**config.mk**
```make
export PLATFORM = sky130hd
export DESIGN_NAME = framed_decimal_value_parser_unit
export DESIGN_NICKNAME = d
export VERILOG_FILES = /design/src/fdvp_pkg.sv /design/src/fdvp_step.sv /design/src/fdvp_out_reg.sv /design/src/framed_decimal_value_parser_unit.sv
export SDC_FILE = /design/constraint.sdc
export NUM_CORES = 1
export LEC_CHECK = 0
export ABC_CLOCK_PERIOD_IN_PS = 4500
export BUFFER_PORTS_ARGS = -buffer_cell sky130_fd_sc_hd__buf_4
export CORE_MARGIN = 8
export CORE_UTILIZATION = 51
export CTS_CLUSTER_DIAMETER = 50
export DETAILED_ROUTE_END_ITERATION = 10
export PLACE_DENSITY_LB_ADDON = 0.08
export SETUP_SLACK_MARGIN = 0.05
export SLEW_MARGIN = 20
export SYNTH_ARGS = -nofsm -noshare
export SYNTH_HDL_FRONTEND = slang
export SYNTH_HIERARCHICAL = 1
export SYNTH_SLANG_ARGS = --single-unit
```
**constraint.sdc**
```tcl
create_clock -name clk_i -period 4.5 [get_ports clk_i]
set_clock_uncertainty 0.2 [all_clocks]
set_input_delay 0.225 -clock clk_i [delete_from_list [all_inputs] [get_ports clk_i]]
set_output_delay 0.225 -clock clk_i [all_outputs]
set_load 0.005 [all_outputs]
```
**src/fdvp_pkg.sv**
```systemverilog
package fdvp_pkg;

  // Frame storage depth; a frame holds at most BufferBytes-1 payload bytes
  localparam int BufferBytes = 6;
  localparam int CountW      = $clog2(BufferBytes);
  localparam logic [CountW-1:0] MaxPayload = CountW'(BufferBytes - 1);

  localparam int ByteW  = 8;
  localparam int ValueW = 16;

  // Framing and character codes
  localparam logic [ByteW-1:0] StartMark = 8'h40;  // '@'
  localparam logic [ByteW-1:0] EndMark   = 8'h25;  // '%'
  localparam logic [ByteW-1:0] MinusMark = 8'h2D;  // '-'
  localparam logic [ByteW-1:0] DigitZero = 8'h30;  // '0'
  localparam logic [ByteW-1:0] NulByte   = 8'h00;

  // Result of one item leaving the parse stage
  typedef struct packed {
    logic                     valid;
    logic signed [ValueW-1:0] value;
  } fdvp_res_t;

endpackage

```
**src/fdvp_step.sv**
```systemverilog
module fdvp_step import fdvp_pkg::*; (
  input  logic             clk_i,
  input  logic             rst_ni,
  input  logic             fire_i,
  input  logic [ByteW-1:0] rx_byte_i,
  output fdvp_res_t        res_o
);

  logic              in_frame_q, in_frame_d;
  logic [CountW-1:0] count_q, count_d;
  logic              negate_q, negate_d;
  logic              stopped_q, stopped_d;
  logic [ValueW-1:0] acc_q, acc_d;
  logic [ValueW-1:0] acc_times10;
  logic [ValueW-1:0] acc_next;

  // acc*10 + byte - '0', wrapping
  assign acc_times10 = {acc_q[ValueW-4:0], 3'b000} + {acc_q[ValueW-2:0], 1'b0};
  assign acc_next    = acc_times10 + ValueW'(rx_byte_i) - ValueW'(DigitZero);

  // Frame state update for one item
  always_comb begin
    in_frame_d  = in_frame_q;
    count_d     = count_q;
    negate_d    = negate_q;
    stopped_d   = stopped_q;
    acc_d       = acc_q;
    res_o.valid = 1'b0;
    res_o.value = negate_q ? $signed(-acc_q) : $signed(acc_q);
    if (fire_i) begin
      if (!in_frame_q) begin
        if (rx_byte_i == StartMark) begin
          in_frame_d = 1'b1;
          count_d    = '0;
          negate_d   = 1'b0;
          stopped_d  = 1'b0;
          acc_d      = '0;
        end
      end else if (rx_byte_i == EndMark) begin
        res_o.valid = 1'b1;
        in_frame_d  = 1'b0;
      end else if (count_q >= MaxPayload) begin
        // overlong frame: drop silently
        in_frame_d = 1'b0;
      end else begin
        if (!stopped_q) begin
          if (rx_byte_i == NulByte) begin
            stopped_d = 1'b1;
          end else if (count_q == '0 && rx_byte_i == MinusMark) begin
            negate_d = 1'b1;
          end else begin
            acc_d = acc_next;
          end
        end
        count_d = count_q + 1'b1;
      end
    end
  end

  always_ff @(posedge clk_i or negedge rst_ni) begin
    if (!rst_ni) begin
      in_frame_q <= 1'b0;
      count_q    <= '0;
      negate_q   <= 1'b0;
      stopped_q  <= 1'b0;
      acc_q      <= '0;
    end else begin
      in_frame_q <= in_frame_d;
      count_q    <= count_d;
      negate_q   <= negate_d;
      stopped_q  <= stopped_d;
      acc_q      <= acc_d;
    end
  end

  // A result only closes an open frame
  a_res_in_frame: assert property (@(posedge clk_i) disable iff (!rst_ni)
    res_o.valid |-> in_frame_q)
    else $error("result produced outside a frame");

  // Payload count stays within the frame limit
  a_count_bound: assert property (@(posedge clk_i) disable iff (!rst_ni)
    count_q <= MaxPayload)
    else $error("payload count beyond limit");

  // Negation is only taken from the first payload byte
  a_negate_first: assert property (@(posedge clk_i) disable iff (!rst_ni)
    $rose(negate_q) |-> count_q == CountW'(1))
    else $error("negate set after first payload byte");

endmodule

```
**src/fdvp_out_reg.sv**
```systemverilog
module fdvp_out_reg import fdvp_pkg::*; (
  input  logic                     clk_i,
  input  logic                     rst_ni,
  input  fdvp_res_t                res_i,
  input  logic                     out_stall_i,
  output logic                     ready_o,
  output logic                     out_valid_o,
  output logic signed [ValueW-1:0] value_o
);

  logic                     valid_q, valid_d;
  logic signed [ValueW-1:0] value_q, value_d;

  // Slot free when empty or being taken this cycle
  assign ready_o = !valid_q || !out_stall_i;

  always_comb begin
    valid_d = valid_q;
    value_d = value_q;
    if (ready_o) begin
      valid_d = res_i.valid;
      if (res_i.valid) begin
        value_d = res_i.value;
      end
    end
  end

  always_ff @(posedge clk_i or negedge rst_ni) begin
    if (!rst_ni) begin
      valid_q <= 1'b0;
    end else begin
      valid_q <= valid_d;
    end
  end

  always_ff @(posedge clk_i) begin
    value_q <= value_d;
  end

  assign out_valid_o = valid_q;
  assign value_o     = value_q;

endmodule

```
**src/framed_decimal_value_parser_unit.sv**
```systemverilog
// Channel | Valid       | Stall       | Payload
// --------+-------------+-------------+--------------------------
// input   | in_valid_i  | in_stall_o  | rx_byte_i [7:0]
// output  | out_valid_o | out_stall_i | value_o   [15:0] signed
//
// One byte per clock when the output is not stalled.
// The closing '%' passes the input register, then the parse stage into the result
// register, from which value_o shows the value once out_valid_o is set.
// Asynchronous active-low reset clears the frame state and empties both stages.
// A stalled output holds the result; the input stalls only while a held byte
// could not move on into a full result register.
module framed_decimal_value_parser_unit import fdvp_pkg::*; (
  input  logic                     clk_i,
  input  logic                     rst_ni,
  input  logic                     in_valid_i,
  output logic                     in_stall_o,
  input  logic [ByteW-1:0]         rx_byte_i,
  output logic                     out_valid_o,
  input  logic                     out_stall_i,
  output logic signed [ValueW-1:0] value_o
);

  logic             in_valid_q, in_valid_d;
  logic [ByteW-1:0] rx_byte_q;
  logic             out_ready;
  logic             fire;
  logic             load;
  fdvp_res_t        res;

  // Input register handshake
  assign fire       = in_valid_q && out_ready;
  assign in_stall_o = in_valid_q && !out_ready;
  assign load       = in_valid_i && !in_stall_o;

  always_comb begin
    in_valid_d = in_valid_q;
    if (load) begin
      in_valid_d = 1'b1;
    end else if (fire) begin
      in_valid_d = 1'b0;
    end
  end

  always_ff @(posedge clk_i or negedge rst_ni) begin
    if (!rst_ni) begin
      in_valid_q <= 1'b0;
    end else begin
      in_valid_q <= in_valid_d;
    end
  end

  always_ff @(posedge clk_i) begin
    if (load) begin
      rx_byte_q <= rx_byte_i;
    end
  end

  fdvp_step u_step (
    .clk_i     (clk_i),
    .rst_ni    (rst_ni),
    .fire_i    (fire),
    .rx_byte_i (rx_byte_q),
    .res_o     (res)
  );

  fdvp_out_reg u_out (
    .clk_i       (clk_i),
    .rst_ni      (rst_ni),
    .res_i       (res),
    .out_stall_i (out_stall_i),
    .ready_o     (out_ready),
    .out_valid_o (out_valid_o),
    .value_o     (value_o)
  );

endmodule

```
==> results of run 1 <==
## per-layer routing
metal  vias up  routed length, um
met2        58               2940
li1       1196                  -
met1      1110               3090
met5         -                  0
met4         0                 51
met3         6                311
## sequential cells by signal, indices dropped and copies added (netlist names)
| name | count |
|---|---|
| u_out/value_o | 16 |
| u_step/acc_q | 16 |
| rx_byte_q | 8 |
| u_step/count_q | 3 |
| in_valid_q | 1 |
| u_out/out_valid_o | 1 |
| u_step/in_frame_q | 1 |
| u_step/negate_q | 1 |
| u_step/stopped_q | 1 |
## kinds of logic (layout without fill, tap and decap cells)
logic type,count (synthesis),in the layout,synth area share (%)
and+or+nand+nor,79,79,12.0
AOI/OAI and AO/OA,69,69,16.1
buffers and inverters,60,100,7.44
DFF,48,48,39.7
adders and majority gates,44,44,17.9
xor gates and xnor gates,25,25,6.58
muxes,1,1,0.338
## Yosys cell counts, types with 4 or more instances
cell      instances
a211oi_1          4
a21o_1            4
a21oi_1           4
clkbuf_1          4
dfrtp_1          24
edfxtp_1         24
fa_1              6
ha_1             38
inv_1            51
nand2_1          35
nand2b_1          4
nand3_1           5
nand4_1           4
nor2_1           11
nor3_1            4
o21ai_0          12
o21ai_1          12
o31ai_1           8
xnor2_1          21
xor2_1            4
## layout make-up
cell class,count,share of cell area (%)
inverters,52,5.15
flip-flops and latches,48,34.9
clock inverters,3,0.495
well taps,77,2.54
repair buffers,40,8.65
multi-input cells,218,46.5
clock buffers,5,1.82
## final timing paths
kind	end	slack, ns
max reg2reg	u_step/acc_q[13]$_DFFE_PN0P_	1.08
max in group asynchronous	u_step/acc_q[6]$_DFFE_PN0P_	3.68
min reg2reg	u_step/acc_q[13]$_DFFE_PN0P_	0.31
min in group clk_i	u_step/acc_q[13]$_DFFE_PN0P_	0.31
max	u_step/acc_q[13]$_DFFE_PN0P_	1.08
min	u_step/count_q[2]$_DFFE_PN0P_	0.16
## where the power goes
group / switching (mW) / internal, mW
clock network: 0.139 / 0.108
logic: 1.05 / 0.798
registers: 0.124 / 0.558
## per-stage QoR
step | util (%) | worst slack [ns]
floorplan | - | 1.36
global placement | 56.6 | 1.22
detailed placement | 56.6 | 1.11
CTS | 59.7 | 1.07
global route | 59.7 | 0.870
finish | 59.7 | 1.08
## worst max-delay path, stage by stage (launching register included)
cell and delay (ns):
edfxtp_1 0.44, inv_1 0.11, fa_1 0.55, inv_1 0.04, ha_1 0.27, ha_1 0.19
inv_1 0.07, fa_1 0.38, and2b_1 0.25, o31a_1 0.20, o2111ai_1 0.12, o211ai_1 0.15
a31oi_1 0.12, o31ai_1 0.24
## timing repair
action | CTS | global route
hold buffers | 11 | 0
endpoints found under the hold margin | 34 | 0
endpoints found under the setup margin | 0 | 0
## placed cells by master, fill, tap and decap left out, types with 2 or more instances in the layout
master / Yosys / routed
a211oi_1: 4 / 4
a21o_1: 4 / 4
a21oi_1: 4 / 4
a31oi_1: 3 / 3
buf_4: 2 / 29
clkbuf_8: 0 / 5
clkinv_2: 0 / 2
dfrtp_1: 24 / 24
dlygate4sd3_1: 0 / 11
edfxtp_1: 24 / 24
fa_1: 6 / 6
ha_1: 38 / 38
inv_1: 51 / 51
nand2_1: 35 / 35
nand2b_1: 4 / 4
nand2b_4: 2 / 2
nand3_1: 5 / 5
nand4_1: 4 / 4
nor2_1: 11 / 11
nor2b_1: 2 / 2
nor3_1: 4 / 4
o211ai_1: 3 / 3
o21ai_0: 12 / 12
o21ai_1: 12 / 12
o21ai_2: 3 / 3
o31ai_1: 8 / 8
o31ai_2: 2 / 2
xnor2_1: 21 / 21
xor2_1: 4 / 4
==> results.md, run 1 <==
* Clock latency at the later pin of the worst-skew pair at 0.30 ns
* P_leak at 1.72 nW
* Setup Buffers After CTS at 0
* PostCTS Resize Cnt at 0
* Cells after Synth at 326
* Highest Clock Rate at 0.292 GHz
* PwrDens at 733 nW/um2
* R2R depth at 13
* Yosys warns at 6
* Number of synthesized flops with an enable pin at 24
* Clock buffer depth at 2
* Met3 usage at 3.06%
* Total power at 2.78 mW
* Syn_area_per_cell at 10.2 um2
* Number of DRC markers in iteration 0 at 146
* Synth unique cells at 56
* Clock slew at reported path FFs at 0.09 ns
* Max-capacitance violation count at 0
* WS Path Type: flip-flop to flip-flop
* Final net count at 421
* Post-synth top area share at 21.6%
* Grt met1 use at 18.8%
* Max IR drop VDD at 0.501 mV
* # placed instances at 424
* Setup TNS at 0 ns
* Drt total wl at 6.39 mm
* # fillers at 555
* Dominant cells by area after synthesis: edfxtp_1 (22%), dfrtp_1 (18%), ha_1 (14%)
* DR pass1 iterations at 4
* Post-route minimum period at 3.42 ns
* Tightest Pin Transition at 0.816 ns
* Detailed-placement wirelength estimate at 5.10 mm
* Port bufs at 29
* CP arrival at 3.42 ns
* Synth-to-Final Area Change at 13.8%
* Gr ovfl total at 0
* Sequential Area at 1320 um2
* Routed wire per std cell at 14.4 um
* Antenna violations before repair at 0
* Reg-to-Reg Start: rx_byte_q[3]$_DFFE_PP_
* Vias in the first global route at 2,216
* Hold Path Class: input port to asynchronous set/reset pin
* Global-route usage over all layers at 13.7%
* Grt met2 use at 21.0%
* Multi-input gate area at 1760 um2
* Outcome: finished, final reports clean
* First-pass GRT wire length at 10.8 mm
* Sequential area share after synthesis at 39.7%
* FF+latch count, synth at 48
* RD Place Congestion at 0.868
* DRT antenna net count at 0
* Share of cells above drive strength 1 at 15.8%
* Finished layout cell area at 3790 um2
* Vias at 2,370
* Core Area at 6350 um2
* Worst-path maximum fanout at 5
* Die Area at 9370 um2
* ANT cells at 0
* Post-synthesis async set-or-reset flop share at 50.0%
* CTS tree: built
* Starting Density at 52.4%
* Hold slack at 0.158 ns
* DRC at 0
* Crit. Startpoint: rx_byte_q[3]$_DFFE_PP_
* # H-tree levels at 2
* Final Hold Fails at 0
* CTS Sinks at 48
* Ys flop type: edfxtp_1
* Die width at 96.8 um
* WP data required at 4.49 ns
* Die Y at 96.8 um
* Final Instance Count excl. Fillers at 443
* Syn Nets at 382
* Most crowded layer after global routing: met2
* Placed Instance Area at 3590 um2
* Boundary pin count at 30
* Final period util at 76.0%
* Std-Cell Rows at 29
* Synth Cell Area at 3330 um2
* Largest net degree at the start of global routing at 28
* CTS buffer count at 5
* RSZ-0062 raised after global routing: no
* Max-slew violations at 0
* CP endpoint kind: flip-flop
* Slew headroom at 45.3%
* Final setup viols at 0
* Synth area leader: edfxtp_1
* Setup crit start kind: flip-flop
* CTS root buf: clkbuf_8
* Post-DR vias/cell at 5.35
Note: power is estimated with default switching activity, not from simulation.
==> run 2, diff against run 1 <==
--- a/config.mk
+++ b/config.mk
@@ -5,7 +5,7 @@
 export SDC_FILE = /design/constraint.sdc
 export NUM_CORES = 1
 export LEC_CHECK = 0
-export ABC_CLOCK_PERIOD_IN_PS = 4500
+export ABC_CLOCK_PERIOD_IN_PS = 3600
 export BUFFER_PORTS_ARGS = -buffer_cell sky130_fd_sc_hd__buf_4
 export CORE_MARGIN = 8
 export CORE_UTILIZATION = 51
==> constraint.sdc (replaced) <==
create_clock -name clk_i -period 3.6 [get_ports clk_i]
set_clock_uncertainty 0.2 [all_clocks]
set_input_delay 0.18 -clock clk_i [delete_from_list [all_inputs] [get_ports clk_i]]
set_output_delay 0.18 -clock clk_i [all_outputs]
set_load 0.005 [all_outputs]
==> run 2 against run 1 <==
Global-route usage rose by 0.12 points. Design area grew 0.79%. Die area unchanged. Non-clock buffer count is 4 higher. Final cell count up 0.90%. Setup slack got worse by 0.81 ns. Flip-flop and latch count unchanged. Register-to-register slack got worse by 0.81 ns. Combinational power increased by 26%. Critical path type unchanged. Core utilization increased by 0.47 points. Via count down 2.4%.
==> results.md, run 2 (synthesis results as in run 1) <==
* Detailed-placement wirelength estimate at 5.01 mm
* PwrDens at 910 nW/um2
* Final setup viols at 0
* DRC at 0
* Final core utilization at 60.1%
* # placed instances at 425
* Std-Cell Rows at 29
* Clock buffer depth at 2
* Die width at 96.8 um
* CP endpoint kind: flip-flop
* Slew headroom at 47.0%
* CTS tree: built
* Number of DRC markers in iteration 0 at 119
* Worst-path maximum fanout at 5
* WP data required at 3.59 ns
* Worst path bufs/invs at 3
* Setup TNS at 0 ns
* ANT cells at 0
* Die Y at 96.8 um
* Post-DR vias/cell at 5.17
* Highest Clock Rate at 0.300 GHz
* Boundary pin count at 30
* Tightest Pin Transition at 0.790 ns
* Max-slew violations at 0
* Max-capacitance violation count at 0
* Clock slew at reported path FFs at 0.09 ns
* CP cell instances: inv_1 > fa_1 > inv_1 > ha_1 > ha_1 > inv_1 > fa_1 > and2b_1 > o31a_1 > o21ai_0 > a31oi_1 > xnor2_1 > o31ai_1
* Commonest non-fill, non-tap cell in the layout: inv_1
* Setup crit start kind: flip-flop
* Final period util at 92.5%
* Outcome: finished, final reports clean
* # fillers at 523
* R2r setup slk at 0.27 ns
* Vias at 2,313
* # H-tree levels at 2
* CP arrival at 3.32 ns
* Placed Instance Area at 3600 um2
* WS Path Type: flip-flop to flip-flop
* Port bufs at 29
* Top delay family on crit path: adder cells
* DR pass1 iterations at 4
* Global-route usage over all layers at 13.8%
* Final net count at 425
* Final Hold Fails at 0
* First-pass GRT wire length at 11.1 mm
* Die Area at 9370 um2
* Vias in the first global route at 2,326
* Commonest cells after routing, fill and taps aside: inv_1 (51), ha_1 (38), nand2_1 (35)
* CP dominant cell by count: inv_1
* Core Area at 6350 um2
* Gr ovfl total at 0
* DRT antenna net count at 0
* Finished layout cell area at 3820 um2
* Post-route minimum period at 3.33 ns
* Final Instance Count excl. Fillers at 447
* Critical Path Max Stage Delay at 0.51 ns
* CTS Sinks at 48
* CTS root buf: clkbuf_8
* Synth-to-Final Area Change at 14.7%
* Routed wire per std cell at 14.1 um
* CTS buffer count at 5
* Total power at 3.48 mW
* Hold Path Class: input port to asynchronous set/reset pin
* Starting Density at 52.4%
* P_leak at 1.74 nW
* Share of cells above drive strength 1 at 16.8%
* Largest net degree at the start of global routing at 28
* Max IR drop VDD at 0.595 mV
* Antenna violations before repair at 0
* Drt total wl at 6.29 mm
* Slowest stage cell, crit path: fa_1
* RSZ-0062 raised after global routing: yes
* RD Place Congestion at 0.872
* Clock latency at the later pin of the worst-skew pair at 0.29 ns
## run 2: cell count changes in the layout (fill, tap and decap cells not counted), sizes merged
cell	delta
buf	+4
## run 2: layout make-up
class                   count  area [um2]  area share, %
well taps                  77        96.3           2.52
flip-flops and latches     48        1320           34.6
clock buffers               5        68.8           1.80
inverters                  52         195           5.11
repair buffers             44         358           9.37
clock inverters             3        18.8          0.491
multi-input cells         218        1760           46.1
## run 2: worst paths after layout
kind | startpoint | to | cells past startpoint
setup / recovery | u_step/acc_q[0]$_DFFE_PN0P_ | u_step/acc_q[15]$_DFFE_PN0P_ | 13
hold / removal | rst_ni | u_step/in_frame_q$_DFFE_PN0P_ | 2
setup reg to reg | u_step/acc_q[0]$_DFFE_PN0P_ | u_step/acc_q[15]$_DFFE_PN0P_ | 13
hold reg to reg | u_step/acc_q[13]$_DFFE_PN0P_ | u_step/acc_q[13]$_DFFE_PN0P_ | 2
max in group asynchronous | rst_ni | u_step/acc_q[8]$_DFFE_PN0P_ | 2
min in group clk_i | u_step/acc_q[13]$_DFFE_PN0P_ | u_step/acc_q[13]$_DFFE_PN0P_ | 2
## run 2: metrics by stage
step                setup slack (ns)  hold WS, ns
floorplan                      0.459       -0.316
global placement               0.320      -0.0934
detailed placement             0.242      -0.0941
CTS                            0.214        0.126
global route                  0.0283        0.132
finish                         0.270        0.117
## run 2: timing repair
item / CTS / global route
hold endpoints to repair: 34 / 0
hold buffers: 11 / 0
buffers inserted: 0 / 3
endpoints found under the setup margin: 0 / 2
resized for setup: 0 / 0
## run 2: power breakdown
group          internal [mW]  leakage, nW  switching [mW]
clock network          0.136       0.0479           0.173
logic                   1.00         1.15            1.33
registers              0.697        0.547           0.136
## run 2: per-layer routing
| metal | vias up | wire length, um | part of all wire, % | track usage [%] |
|---|---|---|---|---|
| met5 | - | 0 | 0 | 0 |
| met4 | 0 | 38 | 0.60 | 2.37 |
| met3 | 5 | 248 | 3.9 | 3.20 |
| met2 | 41 | 2780 | 44 | 20.8 |
| met1 | 1061 | 3230 | 51 | 19.8 |
| li1 | 1206 | - | - | - |
==> run 3, diff against run 2 <==
--- a/config.mk
+++ b/config.mk
@@ -9,9 +9,9 @@
 export BUFFER_PORTS_ARGS = -buffer_cell sky130_fd_sc_hd__buf_4
 export CORE_MARGIN = 8
 export CORE_UTILIZATION = 51
-export CTS_CLUSTER_DIAMETER = 50
 export DETAILED_ROUTE_END_ITERATION = 10
 export PLACE_DENSITY_LB_ADDON = 0.08
+export REMOVE_ABC_BUFFERS = 1
 export SETUP_SLACK_MARGIN = 0.05
 export SLEW_MARGIN = 20
 export SYNTH_ARGS = -nofsm -noshare
==> run 3 against run 2 <==
Flip-flop and latch count is the same. Wire length increased by 3.7%. Non-clock buffer count down 1. Die area unchanged. Sequential power hardly changed. Setup slack worse by 0.040 ns. Sequential share of layout area rose by 0.068 points.
==> results.md, run 3 (synthesis results as in run 1) <==
* Reg-to-Reg Start: rx_byte_q[3]$_DFFE_PP_
* DR pass1 iterations at 4
* Crit. Startpoint: rx_byte_q[3]$_DFFE_PP_
* Setup TNS at 0 ns
* Share of cells above drive strength 1 at 17.1%
* Clock latency at the later pin of the worst-skew pair at 0.29 ns
* Hold slack at 0.119 ns
* Total power at 3.50 mW
* Die Y at 96.8 um
* Worst setup endpoint: u_step/acc_q[13]$_DFFE_PN0P_
* Routed wire per std cell at 14.6 um
* Post-DR vias/cell at 5.30
* Std-Cell Rows at 29
* RD Place Congestion at 0.876
* CTS Sinks at 48
* DRC at 0
* Commonest non-fill, non-tap cell in the layout: inv_1
* RSZ-0062 raised after global routing: no
* Hold Path Class: input port to asynchronous set/reset pin
* Gr ovfl total at 0
* Finished layout cell area at 3810 um2
* Highest Clock Rate at 0.297 GHz
* Final Instance Count excl. Fillers at 446
* R2R depth at 13
* Final setup viols at 0
* Die width at 96.8 um
* Final core utilization at 60.0%
* Pre-CTS setup slack at 0.215 ns
* R2r setup slk at 0.23 ns
* Max-slew violations at 0
* Clock slew at reported path FFs at 0.09 ns
* CTS tree: built
* Antenna violations before repair at 0
* P_leak at 1.74 nW
* PwrDens at 917 nW/um2
* Max IR drop VDD at 0.700 mV
* Commonest cells after routing, fill and taps aside: inv_1 (49), ha_1 (38), nand2_1 (35)
* First-pass GRT wire length at 11.2 mm
* Clock buffer depth at 2
* Largest net degree at the start of global routing at 28
* Number of DRC markers in iteration 0 at 103
* Port bufs at 29
* Setup crit start kind: flip-flop
* Vias in the first global route at 2,288
* Vias at 2,362
* Starting Density at 52.4%
* Global-route usage over all layers at 14.2%
* R2r endpoint: u_step/acc_q[13]$_DFFE_PN0P_
* CP arrival at 3.37 ns
* Final net count at 424
* Boundary pin count at 30
* CTS buffer count at 5
* DRT antenna net count at 0
* Post-route minimum period at 3.37 ns
* WP data required at 3.60 ns
* WS Path Type: flip-flop to flip-flop
* Detailed-placement wirelength estimate at 5.10 mm
* ANT cells at 0
* Final period util at 93.6%
* Tightest Pin Transition at 0.843 ns
* CTS root buf: clkbuf_8
* Max-capacitance violation count at 0
* Placed Instance Area at 3600 um2
* Core Area at 6350 um2
* # fillers at 535
* Worst-path maximum fanout at 4
* Die Area at 9370 um2
* CP endpoint kind: flip-flop
* Slew headroom at 43.5%
* Synth-to-Final Area Change at 14.5%
* Outcome: finished, final reports clean
* Min setup slack post-route at 0.230 ns
* # placed instances at 425
* # H-tree levels at 2
* Final Hold Fails at 0
* Drt total wl at 6.53 mm
run 3: cell types whose count changed in the layout (fill, tap and decap cells not counted), sizes merged:
| cell | delta |
|---|---|
| buf | -1 |
run 3: what timing repair did:
item                                    CTS  global route
hold endpoints to repair                 34             0
setup buffers                             0             2
hold buffers                             11             0
gates resized for setup                   0             3
endpoints found under the setup margin    0             2
run 3: layout make-up:
class                           instances  area (um2)  share of cell area [%]
Clock buffer                            5        68.8                    1.81
Timing Repair Buffer                   43         350                    9.19
Tap cell                               77        96.3                    2.53
Inverter                               52         195                    5.12
Clock inverter                          3        18.8                   0.492
Sequential cell                        48        1320                    34.7
Multi-Input combinational cell        218        1760                    46.2
run 3: critical path, cell delays in order, from the launching register on:
cell,delay (ns)
edfxtp_1,0.40
inv_1,0.10
fa_1,0.54
inv_1,0.04
ha_1,0.27
ha_1,0.19
inv_1,0.07
fa_1,0.37
and2b_1,0.25
o31a_1,0.22
o2111ai_1,0.12
o211ai_1,0.15
a31oi_1,0.12
o31ai_1,0.23
run 3: layer usage:
metal / track usage, % / wire, um / vias up
met5: 0 / 0 / -
met4: 3.43 / 56 / 0
met3: 3.20 / 271 / 5
met2: 21.7 / 2940 / 36
met1: 19.8 / 3250 / 1118
li1: - / - / 1203
run 3: worst min-delay path by stage:
stage / startpoint / cells after the start / end / slack [ns]
after floorplan: rst_ni / 0 / in_valid_q$_DFFE_PN0P_ / -0.32
after global placement: rst_ni / 1 / u_out/out_valid_o$_DFFE_PN0P_ / -0.09
after detailed placement: rst_ni / 1 / u_out/out_valid_o$_DFFE_PN0P_ / -0.09
after CTS: rst_ni / 2 / u_step/count_q[0]$_DFFE_PN0P_ / 0.12
after global routing: rst_ni / 2 / u_out/out_valid_o$_DFFE_PN0P_ / 0.13
final: rst_ni / 2 / in_valid_q$_DFFE_PN0P_ / 0.12
run 3: power breakdown:
part / switching [mW] / internal (mW)
Clock: 0.176 / 0.136
Combinational: 1.34 / 1.01
Sequential: 0.140 / 0.697
